**src/cttr_pkg.sv**
```systemverilog
// Shared types and constants for the color text parser.
package cttr_pkg;

	// Path chosen by the first character of a text
	typedef enum logic [1:0] {
		PATH_WAIT = 2'd0,
		PATH_HEX  = 2'd1,
		PATH_DEC  = 2'd2,
		PATH_BAD  = 2'd3
	} path_t;

	// Hex number scanner phases
	typedef enum logic [2:0] {
		PH_WS     = 3'd0,
		PH_SIGNED = 3'd1,
		PH_ZERO   = 3'd2,
		PH_ZEROX  = 3'd3,
		PH_DIGITS = 3'd4,
		PH_DONE   = 3'd5
	} phase_t;

	// Character classes produced by the front end
	typedef struct packed {
		logic       term;    // zero byte, ends the text
		logic       hash;    // '#'
		logic       dec;     // '0'..'9'
		logic       hex;     // any hex digit
		logic [3:0] digit;   // hex value of the digit (covers decimal digits)
		logic       ws;      // space, TAB, LF, VT, FF, CR
		logic       plus;    // '+'
		logic       minus;   // '-'
		logic       zero_ch; // '0'
		logic       x_ch;    // 'x' or 'X'
	} char_class_t;

	typedef struct packed {
		logic       ok;
		logic [7:0] red;
		logic [7:0] green;
		logic [7:0] blue;
	} color_t;

	localparam int unsigned TDATA_OUT_W = 32;
	localparam logic [3:0]  MAX_LEN     = 4'd8;
	localparam logic [3:0]  HEX_LONG    = 4'd6;
	localparam logic [3:0]  HEX_SHORT   = 4'd3;

	// RGB565 expansion: (c * mul + add) >> 6
	localparam logic [13:0] RB_MUL = 14'd527;
	localparam logic [13:0] RB_ADD = 14'd23;
	localparam logic [13:0] G_MUL  = 14'd259;
	localparam logic [13:0] G_ADD  = 14'd33;

endpackage

```
**src/color_text_to_rgb_parser.sv**
```systemverilog
// Top level of the color text parser: front end, character queue, back end.
// A terminator is written into the queue first; the back end then pops it from the queue head
//   and writes its result into the output register; each back-end step updates small accumulators.
// Throughput: one character per cycle while the queue has room.
// Stalls on the result side hold only terminators; characters queued behind a held one wait.
// Reset: arst_n asynchronous, active low; clears queue, parser state and output valid.
module color_text_to_rgb_parser #(
	parameter int unsigned QUEUE_DEPTH = 4  // character queue entries
) (
	input  logic        clk,
	input  logic        arst_n,
	// input characters, one transfer per character
	input  logic        s_tvalid,
	output logic        s_tready,
	input  logic [7:0]  s_tdata,   // [7:0] ch
	// one result transfer per terminated text
	output logic        m_tvalid,
	input  logic        m_tready,
	output logic [31:0] m_tdata    // [0] ok, [8:1] red, [16:9] green, [24:17] blue, rest 0
);

	// front -> queue
	logic                  push;
	cttr_pkg::char_class_t push_data;
	logic                  queue_ready;

	// queue -> back
	logic                  head_valid;
	cttr_pkg::char_class_t head_data;
	logic                  pop;

	// Front end classifies each character in the cycle it arrives.
	cttr_front u_front (
		.s_tvalid    (s_tvalid),
		.s_tready    (s_tready),
		.s_tdata     (s_tdata),
		.push        (push),
		.push_data   (push_data),
		.queue_ready (queue_ready)
	);

	// Decouples input acceptance from result back-pressure.
	cttr_queue #(
		.DEPTH (QUEUE_DEPTH)
	) u_queue (
		.clk        (clk),
		.arst_n     (arst_n),
		.push       (push),
		.push_data  (push_data),
		.ready      (queue_ready),
		.head_valid (head_valid),
		.head_data  (head_data),
		.pop        (pop)
	);

	// Back end runs the parser and owns the output register.
	cttr_back u_back (
		.clk      (clk),
		.arst_n   (arst_n),
		.q_valid  (head_valid),
		.q_data   (head_data),
		.q_pop    (pop),
		.m_tvalid (m_tvalid),
		.m_tready (m_tready),
		.m_tdata  (m_tdata)
	);

endmodule

```
**src/cttr_front.sv**
```systemverilog
// Front end: accepts characters, classifies them and enqueues the class.
module cttr_front (
	input  logic                  s_tvalid,
	output logic                  s_tready,
	input  logic [7:0]            s_tdata,   // [7:0] ch
	output logic                  push,
	output cttr_pkg::char_class_t push_data,
	input  logic                  queue_ready
);

	function automatic cttr_pkg::char_class_t classify(input logic [7:0] c);
		cttr_pkg::char_class_t k;
		k         = '0;
		k.term    = (c == 8'h00);
		k.hash    = (c == 8'h23);
		k.ws      = (c == 8'h20) || (c >= 8'h09 && c <= 8'h0d);
		k.plus    = (c == 8'h2b);
		k.minus   = (c == 8'h2d);
		k.zero_ch = (c == 8'h30);
		k.x_ch    = (c == 8'h78) || (c == 8'h58);
		if (c >= 8'h30 && c <= 8'h39) begin
			k.dec   = 1'b1;
			k.hex   = 1'b1;
			k.digit = 4'(c - 8'h30);
		end else if (c >= 8'h61 && c <= 8'h66) begin
			k.hex   = 1'b1;
			k.digit = 4'(c - 8'h57);
		end else if (c >= 8'h41 && c <= 8'h46) begin
			k.hex   = 1'b1;
			k.digit = 4'(c - 8'h37);
		end
		return k;
	endfunction

	assign s_tready  = queue_ready;
	assign push      = s_tvalid & queue_ready;
	assign push_data = classify(s_tdata);

endmodule

```
**src/cttr_queue.sv**
```systemverilog
// Small FIFO of classified characters between front and back end.
module cttr_queue #(
	parameter int unsigned DEPTH = 4
) (
	input  logic                  clk,
	input  logic                  arst_n,
	input  logic                  push,
	input  cttr_pkg::char_class_t push_data,
	output logic                  ready,
	output logic                  head_valid,
	output cttr_pkg::char_class_t head_data,
	input  logic                  pop
);

	localparam int unsigned PW = (DEPTH > 1) ? $clog2(DEPTH) : 1;
	localparam int unsigned CW = $clog2(DEPTH + 1);

	cttr_pkg::char_class_t mem_q [DEPTH];
	logic [PW-1:0] wr_ptr_q;
	logic [PW-1:0] rd_ptr_q;
	logic [CW-1:0] count_q;

	logic do_push;
	logic do_pop;

	assign ready      = (count_q != CW'(DEPTH));
	assign head_valid = (count_q != '0);
	assign head_data  = mem_q[rd_ptr_q];
	assign do_push    = push & ready;
	assign do_pop     = pop & head_valid;

	always_ff @(posedge clk) begin
		if (do_push) begin
			mem_q[wr_ptr_q] <= push_data;
		end
	end

	always_ff @(posedge clk or negedge arst_n) begin
		if (!arst_n) begin
			wr_ptr_q <= '0;
			rd_ptr_q <= '0;
			count_q  <= '0;
		end else begin
			if (do_push) begin
				wr_ptr_q <= (wr_ptr_q == PW'(DEPTH - 1)) ? '0 : wr_ptr_q + PW'(1);
			end
			if (do_pop) begin
				rd_ptr_q <= (rd_ptr_q == PW'(DEPTH - 1)) ? '0 : rd_ptr_q + PW'(1);
			end
			case ({do_push, do_pop})
				2'b10:   count_q <= count_q + CW'(1);
				2'b01:   count_q <= count_q - CW'(1);
				default: count_q <= count_q;
			endcase
		end
	end

endmodule

```
**src/cttr_back.sv**
```systemverilog
// Back end: text state, hex/decimal accumulation, color result register.
module cttr_back (
	input  logic                  clk,
	input  logic                  arst_n,
	input  logic                  q_valid,
	input  cttr_pkg::char_class_t q_data,
	output logic                  q_pop,
	output logic                  m_tvalid,
	input  logic                  m_tready,
	output logic [cttr_pkg::TDATA_OUT_W-1:0] m_tdata
);

	cttr_pkg::path_t  path_q,  path_d;
	cttr_pkg::phase_t phase_q, phase_d;
	logic [3:0]  len_q,  len_d;
	logic        neg_q,  neg_d;
	logic [23:0] hval_q, hval_d;
	logic [3:0]  cons_q, cons_d;
	logic [15:0] dval_q, dval_d;

	logic            out_valid_q;
	cttr_pkg::color_t out_q;
	cttr_pkg::color_t res;

	logic        take;
	logic        take_digit;
	logic [23:0] hv;
	logic [13:0] r_mul, g_mul, b_mul;

	// a terminator needs the output slot; other characters never wait
	assign take  = q_valid & (~q_data.term | ~out_valid_q | m_tready);
	assign q_pop = take;

	// result from current state
	always_comb begin
		res   = '0;
		hv    = neg_q ? (24'd0 - hval_q) : hval_q;
		r_mul = 14'(dval_q[15:11]) * cttr_pkg::RB_MUL + cttr_pkg::RB_ADD;
		g_mul = 14'(dval_q[10:5]) * cttr_pkg::G_MUL + cttr_pkg::G_ADD;
		b_mul = 14'(dval_q[4:0]) * cttr_pkg::RB_MUL + cttr_pkg::RB_ADD;
		if (path_q == cttr_pkg::PATH_HEX && len_q < cttr_pkg::MAX_LEN) begin
			if (cons_q == cttr_pkg::HEX_LONG) begin
				res.ok    = 1'b1;
				res.red   = hv[23:16];
				res.green = hv[15:8];
				res.blue  = hv[7:0];
			end else if (cons_q == cttr_pkg::HEX_SHORT) begin
				res.ok    = 1'b1;
				res.red   = {hv[11:8], hv[11:8]};
				res.green = {hv[7:4], hv[7:4]};
				res.blue  = {hv[3:0], hv[3:0]};
			end
		end else if (path_q == cttr_pkg::PATH_DEC) begin
			res.ok    = 1'b1;
			res.red   = r_mul[13:6];
			res.green = g_mul[13:6];
			res.blue  = b_mul[13:6];
		end
	end

	// next state for one character
	always_comb begin
		path_d     = path_q;
		phase_d    = phase_q;
		len_d      = len_q;
		neg_d      = neg_q;
		hval_d     = hval_q;
		cons_d     = cons_q;
		dval_d     = dval_q;
		take_digit = 1'b0;
		if (q_data.term) begin
			path_d  = cttr_pkg::PATH_WAIT;
			phase_d = cttr_pkg::PH_WS;
			len_d   = '0;
			neg_d   = 1'b0;
			hval_d  = '0;
			cons_d  = '0;
			dval_d  = '0;
		end else begin
			if (len_q < cttr_pkg::MAX_LEN) begin
				len_d = len_q + 4'd1;
			end
			case (path_q)
				cttr_pkg::PATH_WAIT: begin
					if (q_data.hash) begin
						path_d = cttr_pkg::PATH_HEX;
					end else if (q_data.dec) begin
						path_d = cttr_pkg::PATH_DEC;
						dval_d = 16'(q_data.digit);
					end else begin
						path_d = cttr_pkg::PATH_BAD;
					end
				end
				cttr_pkg::PATH_DEC: begin
					if (q_data.dec) begin
						dval_d = (dval_q << 3) + (dval_q << 1) + 16'(q_data.digit);
					end else begin
						path_d = cttr_pkg::PATH_BAD;
					end
				end
				cttr_pkg::PATH_HEX: begin
					if (len_q < cttr_pkg::MAX_LEN) begin
						case (phase_q)
							cttr_pkg::PH_WS, cttr_pkg::PH_SIGNED: begin
								if (phase_q == cttr_pkg::PH_WS && q_data.ws) begin
									phase_d = phase_q;
								end else if (phase_q == cttr_pkg::PH_WS &&
								             (q_data.plus || q_data.minus)) begin
									neg_d   = q_data.minus;
									phase_d = cttr_pkg::PH_SIGNED;
								end else if (q_data.zero_ch) begin
									take_digit = 1'b1;
									phase_d    = cttr_pkg::PH_ZERO;
								end else if (q_data.hex) begin
									take_digit = 1'b1;
									phase_d    = cttr_pkg::PH_DIGITS;
								end else begin
									phase_d = cttr_pkg::PH_DONE;
								end
							end
							cttr_pkg::PH_ZERO: begin
								if (q_data.x_ch) begin
									phase_d = cttr_pkg::PH_ZEROX;
								end else if (q_data.hex) begin
									take_digit = 1'b1;
									phase_d    = cttr_pkg::PH_DIGITS;
								end else begin
									phase_d = cttr_pkg::PH_DONE;
								end
							end
							cttr_pkg::PH_ZEROX, cttr_pkg::PH_DIGITS: begin
								if (q_data.hex) begin
									take_digit = 1'b1;
									phase_d    = cttr_pkg::PH_DIGITS;
								end else begin
									phase_d = cttr_pkg::PH_DONE;
								end
							end
							default: begin
								phase_d = phase_q;
							end
						endcase
						if (take_digit) begin
							hval_d = {hval_q[19:0], q_data.digit};
							cons_d = len_q;
						end
					end
				end
				default: begin
					path_d = path_q;
				end
			endcase
		end
	end

	always_ff @(posedge clk or negedge arst_n) begin
		if (!arst_n) begin
			path_q      <= cttr_pkg::PATH_WAIT;
			phase_q     <= cttr_pkg::PH_WS;
			len_q       <= '0;
			neg_q       <= 1'b0;
			hval_q      <= '0;
			cons_q      <= '0;
			dval_q      <= '0;
			out_valid_q <= 1'b0;
		end else begin
			if (take) begin
				path_q  <= path_d;
				phase_q <= phase_d;
				len_q   <= len_d;
				neg_q   <= neg_d;
				hval_q  <= hval_d;
				cons_q  <= cons_d;
				dval_q  <= dval_d;
			end
			if (take && q_data.term) begin
				out_valid_q <= 1'b1;
			end else if (m_tready) begin
				out_valid_q <= 1'b0;
			end
		end
	end

	always_ff @(posedge clk) begin
		if (take && q_data.term) begin
			out_q <= res;
		end
	end

	assign m_tvalid = out_valid_q;
	assign m_tdata  = {7'd0, out_q.blue, out_q.green, out_q.red, out_q.ok};

endmodule

```
**config.mk**
```make
export PLATFORM = sky130hd
export DESIGN_NAME = color_text_to_rgb_parser
export DESIGN_NICKNAME = d
export VERILOG_FILES = /design/src/cttr_pkg.sv /design/src/color_text_to_rgb_parser.sv /design/src/cttr_front.sv /design/src/cttr_queue.sv /design/src/cttr_back.sv
export SDC_FILE = /design/constraint.sdc
export NUM_CORES = 1
export LEC_CHECK = 0
export BUFFER_PORTS_ARGS = -buffer_cell sky130_fd_sc_hd__buf_4
export CAP_MARGIN = 20
export CELL_PAD_IN_SITES_DETAIL_PLACEMENT = 0
export CELL_PAD_IN_SITES_GLOBAL_PLACEMENT = 2
export CORE_MARGIN = 2
export CORE_UTILIZATION = 30
export DETAILED_ROUTE_END_ITERATION = 10
export PLACE_DENSITY_LB_ADDON = 0.15
export SLEW_MARGIN = 40
export SYNTH_ARGS = -nofsm -noshare
export SYNTH_HDL_FRONTEND = slang
export SYNTH_SLANG_ARGS = --single-unit
```
**constraint.sdc**
```tcl
create_clock -name clk -period 6.5 [get_ports clk]
set_input_delay 1.625 -clock clk [delete_from_list [all_inputs] [get_ports clk]]
set_output_delay 1.625 -clock clk [all_outputs]
set_load 0.05 [all_outputs]
```
### Word-level counts from Yosys, hierarchy flattened

Memories as Yosys holds them, arrays and structs flattened.
Cells that the tools add are included.

* multiply operators: 3
* reductions and logical operators: 32
* add/sub/neg operators: 14
* mux-type cells: 60
* equality and inequality tests: 26
* magnitude comparators: 9
* bitwise gates (word level): 8

Operator list (number)
* $mux W24: 5
* $mux W25: 4
* $mux W16: 4
* $eq A8 B6 Y1 const B: 5
* $pmux W16 S2: 1
* $add A14 B5 Y14 const B: 2
* $mul A5 B10 Y14 const B: 2
* $mux W4: 6
* $sub A1 B24 Y24 const A: 1
* $mux W1: 21
* $mux W3: 7
* $add A16 B16 Y16: 1
* $add A16 B4 Y16: 1
* $eq A8 B7 Y1 const B: 2
* $ge A8 B7 Y1 const B: 2
* $le A8 B7 Y1 const B: 2
* $mux W5: 3
* $ne A3 B2 Y1 const B: 5
* $add A14 B6 Y14 const B: 1
* $mul A6 B9 Y14 const B: 1
* $reduce_bool A2 Y1: 7
* $mux W2: 5
* $reduce_and A5 Y1: 2
* $pmux W3 S3: 1
* other kinds (38): 61

* memories: 1
* flip-flop bits (word level): 87
* RAM bits: 52
* input port bits: 12

Memory list
* u_queue.mem_q: words 4, width 13, rd ports 1, clocked after memory_dff 0, wr ports 1, line cttr_queue.sv:18 `cttr_pkg::char_class_t mem_q [DEPTH];`

### Logic depth before layout (Yosys ltp)

An unclocked memory read counts as a cell.

* word-level depth: 13
* gate-level depth with buffers: 14

### Hierarchy

A second synthesis with hierarchy kept.

* cells, all modules: 851
* area total of the unflattened synthesis: 9364.0 um^2

By module, submodules not included
* cttr_back: area an instance 6662.6 um^2, cells each 693, seq. area each 2127.0 um^2, times used 1
* cttr_queue: area an instance 2329.7 um^2, cells each 108, seq. area each 1736.7 um^2, times used 1
* cttr_front: area an instance 371.6 um^2, cells each 50, seq. area each 0.0 um^2, times used 1

### Worst setup path before layout

No wires, ideal clock.

* path kind: reg-to-reg
* from: reg u_back.dval_q[3]
* to: reg u_back.out_q, in the netlist u_back.m_tdata[23] (data pin)
* data arrival time: 3.482 ns
* clock period less this slack: 3.751 ns
* cell stages (with the launch flop): 15
* slack: 2.749 ns
* data required time: 6.231 ns
* cells stage by stage: dfrtp_1 inv_1 ha_1 inv_1 fa_1 inv_1 fa_1 inv_1 ha_1 nor3_1 a211oi_1 a41oi_1 a21oi_1 mux2i_1 o21ai_0

RTL lines
* from (decl): line cttr_back.sv:19 `logic [15:0] dval_q, dval_d;`
* from (signal assigned): line cttr_back.sv:174 `dval_q <= dval_d;`
* to (signal assigned): line cttr_back.sv:186 `out_q <= res;`
* to (decl): line cttr_back.sv:22 `cttr_pkg::color_t out_q;`

==> results.md <==
- In the final routed layout, each cell accounts on average for 17.9 um.
- The total of warnings raised by yosys is 0.
- The clock skew after layout is 9.27 ps.
- After the last flow step, the layout net total stands at 1025.
- The final-layout setup total negative slack is 0 ps.
- The routed layout has 6417 vias.
- The count of cells along the worst register-to-register path is 14.
- Traced cell by cell, the critical path runs through inv_1 > ha_1 > inv_1 > fa_1 > inv_1 > fa_1 > inv_1 > ha_1 > nor3_1 > a211oi_1 > a41oi_1 > a21oi_1 > mux2i_1 > o21ai_0.
- TritonCTS built the clock tree.
- The core region is 0.0307 mm2.
- The sum of overflow across all layers after global routing is 0.
- The delay of the slowest cell on the worst path is 560 ps.
- Summing every instance area after synthesis gives 0.00939 mm2.
- Across the run, the number of max-cap violations was 0.
- The startpoint identified for the worst hold timing path is u_back.cons_q[3].
- The max-slew violation count came to 0.
- Setup violations remaining at the end of the flow were counted as 0.
- In this run, post-CTS repair resized a total of 0 instances.
- The site row count is 64.
- The kind of end point of the critical path is a register.
- The first detailed-routing pass took 4 iterations.
- The H-tree generated during clock tree synthesis spans 4 levels.
- The die footprint is 0.0327 mm2.
- The number of instances in the synthesized netlist is 869.
- The detailed-route vias per instance is 4.90.
- The cell seen most often among critical-path stages is sky130_fd_sc_hd__inv_1.
- Subtracting the final worst setup slack from the clock period gives 4150 ps.
- Summed over all nets, the half-perimeter wirelength after detailed placement is 17400 um.
- Setup repair after global routing left no endpoint under its margin.
- The effective utilization at floorplan is 30.6%.
- The number of enable flip-flop cells after synthesis is 77.
- The register-to-register setup slack is 2350 ps.
- The hold slack is 496 ps.
- Clock tree synthesis inserted a total of 17 buffers.
- The total power is 4.84 mW.
- No sink is reached through more buffers than the 2 on the longest clock path.
- The min-delay analysis places its worst path in the category reg -> reg.
- The insertion delay to the later sink of the worst-skew pair is 430 ps.
- The async set-reset flop share out of synthesis is 44.6%.
- The first-pass GRT wire length is 38200 um.
- Tracing the worst setup path back leads to its startpoint at u_back.dval_q[3].
- The number of fill cells is 3197.
- The relative slew slack is 47.4%.
- At the worst endpoint, the required time is 6660 ps.
- Across every metal layer, demand over resource in global routing totals 15.1%.
- The register cell area after layout is 0.00387 mm2.
- The count of hold buffers inserted by post-cts repair is 0.
- Entering global routing, the biggest net connects 63 pins.
- The critical path launch point type is a register.
- The final wirelength is 23400 um.
- In this run the critical register-to-register path is captured at u_back.m_tdata[23].
- The remaining antenna violation count is 0.
- The number of DRC violations after detailed-routing iteration 0 is 296.
- The path with the worst hold slack has its endpoint at u_back.cons_q[3].
- The startpoint of the most critical register-to-register path is u_back.dval_q[3].
- Among all flip-flop cells after synthesis, the most frequent one is sky130_fd_sc_hd__edfxtp_1.
- The share of the yosys chip area belonging to registers is 41.1%.
- The post-CTS setup buffer count is 0.
- After detailed routing, the number of remaining DRC violations is 0.
- After synthesis the netlist holds a flip-flop and latch count of 139.
- The worst voltage drop across the vdd grid is 0.215 mV.
- The run finished with clean final reports.
- Along the worst path, the maximum fanout reaches 10.
- The most common cell after layout, fill and taps aside is sky130_fd_sc_hd__ha_1.
- Counting instances, the worst hold path has a depth of 1.
- In the layout the commonest cells are 94 x sky130_fd_sc_hd__ha_1, 81 x sky130_fd_sc_hd__nand2_1, 77 x sky130_fd_sc_hd__edfxtp_1, 69 x sky130_fd_sc_hd__inv_1, 59 x sky130_fd_sc_hd__dfrtp_1.
- The number of port buffers is 38.
- At the end of routability-driven placement, the weighted congestion stood at 0.763.
- The initial antenna violation count is 0.
- The area of combinational cells with multiple inputs is 0.00505 mm2.
- In this run the horizontal extent of the chip is 181 um.
- The worst path uses 63.9% of the clock period.
- The transition time at the pin with the least slew margin is 789 ps.
- The number of primary I/O pins is 46.
- The number of antenna diodes is 0.
- The slowest stage of the critical path belongs to the cell sky130_fd_sc_hd__dfrtp_1.
- The number of distinct library cell variants in the gate-level netlist after synthesis is 75.
- The share of cells above drive strength 1 is 15.0%.
- The static leakage is 4.56 nW.
- The root buffer cell chosen for the clock tree is sky130_fd_sc_hd__clkbuf_16.
- After clock tree synthesis, the clock-pin slew on the worst setup and hold paths is 70 ps.
- Relative to the synthesized area, the layout overhead comes to 12.7%.
- The height of the die is 181 um.
- The average size of a mapped cell is 10.8 um2.
- STA puts the critical path data arrival time at 4320 ps.
- The number of global-route vias before repair came to 6717.
- The final-report hold violation count is 0.
- The category of the critical setup timing path is reg -> reg.
- The clock drives 139 sinks.
- The achievable frequency is 0.241 GHz.
- Power spread over the standard cell area amounts to 458 mW/mm2.
==> per-layer routing <==
layer	global-route usage [%]	share of wire, %
met1	19.8	48
met2	26.0	49
met3	2.38	2.1
met4	3.61	0.91
met5	0	0
==> worst max-delay path, delay by kind of cell (launching register included) <==
| kind | cells | cell delay (ps) |
|---|---|---|
| compound gates | 4 | 1160 |
| fa+ha+maj | 4 | 1590 |
| buf+inv | 4 | 320 |
| flops | 1 | 560 |
| mux | 1 | 220 |
| simple gates | 1 | 40 |
==> power by group <==
| group | switching, mW | internal, mW | total, mW |
|---|---|---|---|
| logic | 1.60 | 0.812 | 2.41 |
| clock network | 0.443 | 0.511 | 0.953 |
| registers | 0.250 | 1.23 | 1.48 |
==> Yosys cell counts (all sizes together), types with 7 or more instances <==
cell | count | area [um2]
nor2 | 37 | 146
o21ai | 89 | 521
nand3 | 11 | 55.1
nor3 | 12 | 60.1
nand2 | 81 | 304
a21o | 9 | 67.6
inv | 69 | 259
edfxtp | 77 | 2310
and3 | 8 | 50.1
xnor2 | 33 | 289
o41ai | 8 | 111
clkbuf | 19 | 71.3
and2 | 7 | 43.8
o22ai | 7 | 43.8
dfrtp | 62 | 1550
nor2b | 10 | 62.6
ha | 94 | 1180
o31ai | 20 | 160
mux2i | 11 | 110
mux4 | 11 | 248
nand2b | 9 | 63.8
buf | 19 | 183
a21oi | 28 | 140
fa | 19 | 380
a22o | 9 | 78.8
o21a | 7 | 52.6
xor2 | 21 | 184
or2 | 8 | 52.6
or4 | 7 | 56.3
==> sequential cells by signal, summed over array words and instances, names as in the netlist <==
register and cells:
u_back.cons_q 4, u_back.dval_q 16, u_back.hval_q 24, u_back.len_q 4, u_back.m_tdata 25, u_back.m_tvalid 1, u_back.neg_q 1, u_back.path_q 2
u_back.phase_q 3, u_queue.count_q 3, u_queue.mem_q 52, u_queue.rd_ptr_q 2, u_queue.wr_ptr_q 2
==> how the worst max path moves through the flow <==
| stage | endpoint | slack (ps) |
|---|---|---|
| 2_1_floorplan | u_back.m_tdata[23] | 2750 |
| 3_3_place_gp | u_back.m_tdata[8] | 2350 |
| 3_5_place_dp | u_back.m_tdata[23] | 2280 |
| 4_1_cts | u_back.m_tdata[23] | 2280 |
| 5_1_grt | u_back.m_tdata[23] | 2000 |
| 6_report | u_back.m_tdata[23] | 2350 |
==> through the flow <==
step	area [um2]	util [%]	instances	setup WS (ps)
after detailed placement	10000	32.5	1277	2280
final	10600	34.4	1309	2350
after CTS	10600	34.4	1309	2280
after global routing	10600	34.4	1309	2000
after floorplan	9420	-	875	2750
after global placement	9990	32.5	1277	2350
==> cell type report <==
| class | count | area share, % |
|---|---|---|
| Inverter | 69 | 2.45 |
| Sequential cell | 139 | 36.5 |
| Clock inverter | 15 | 1.45 |
| Clock buffer | 17 | 4.02 |
| Multi-Input combinational cell | 629 | 47.7 |
| Timing Repair Buffer | 44 | 3.16 |
| Tap cell | 396 | 4.68 |
==> logic make-up after synthesis <==
kind of cell / count (synthesis) / share of synthesized area [%]
AO/OA/AOI/OAI: 220 / 16.3
XOR/XNOR: 54 / 5.03
adder cells (fa/ha/maj): 113 / 16.6
buffers and inverters: 107 / 5.46
flip-flops: 139 / 41.1
multiplexers: 24 / 4.05
other: 1 / 0.0399
AND/OR/NAND/NOR: 211 / 11.4
Note: power is estimated with default switching activity, not from simulation.
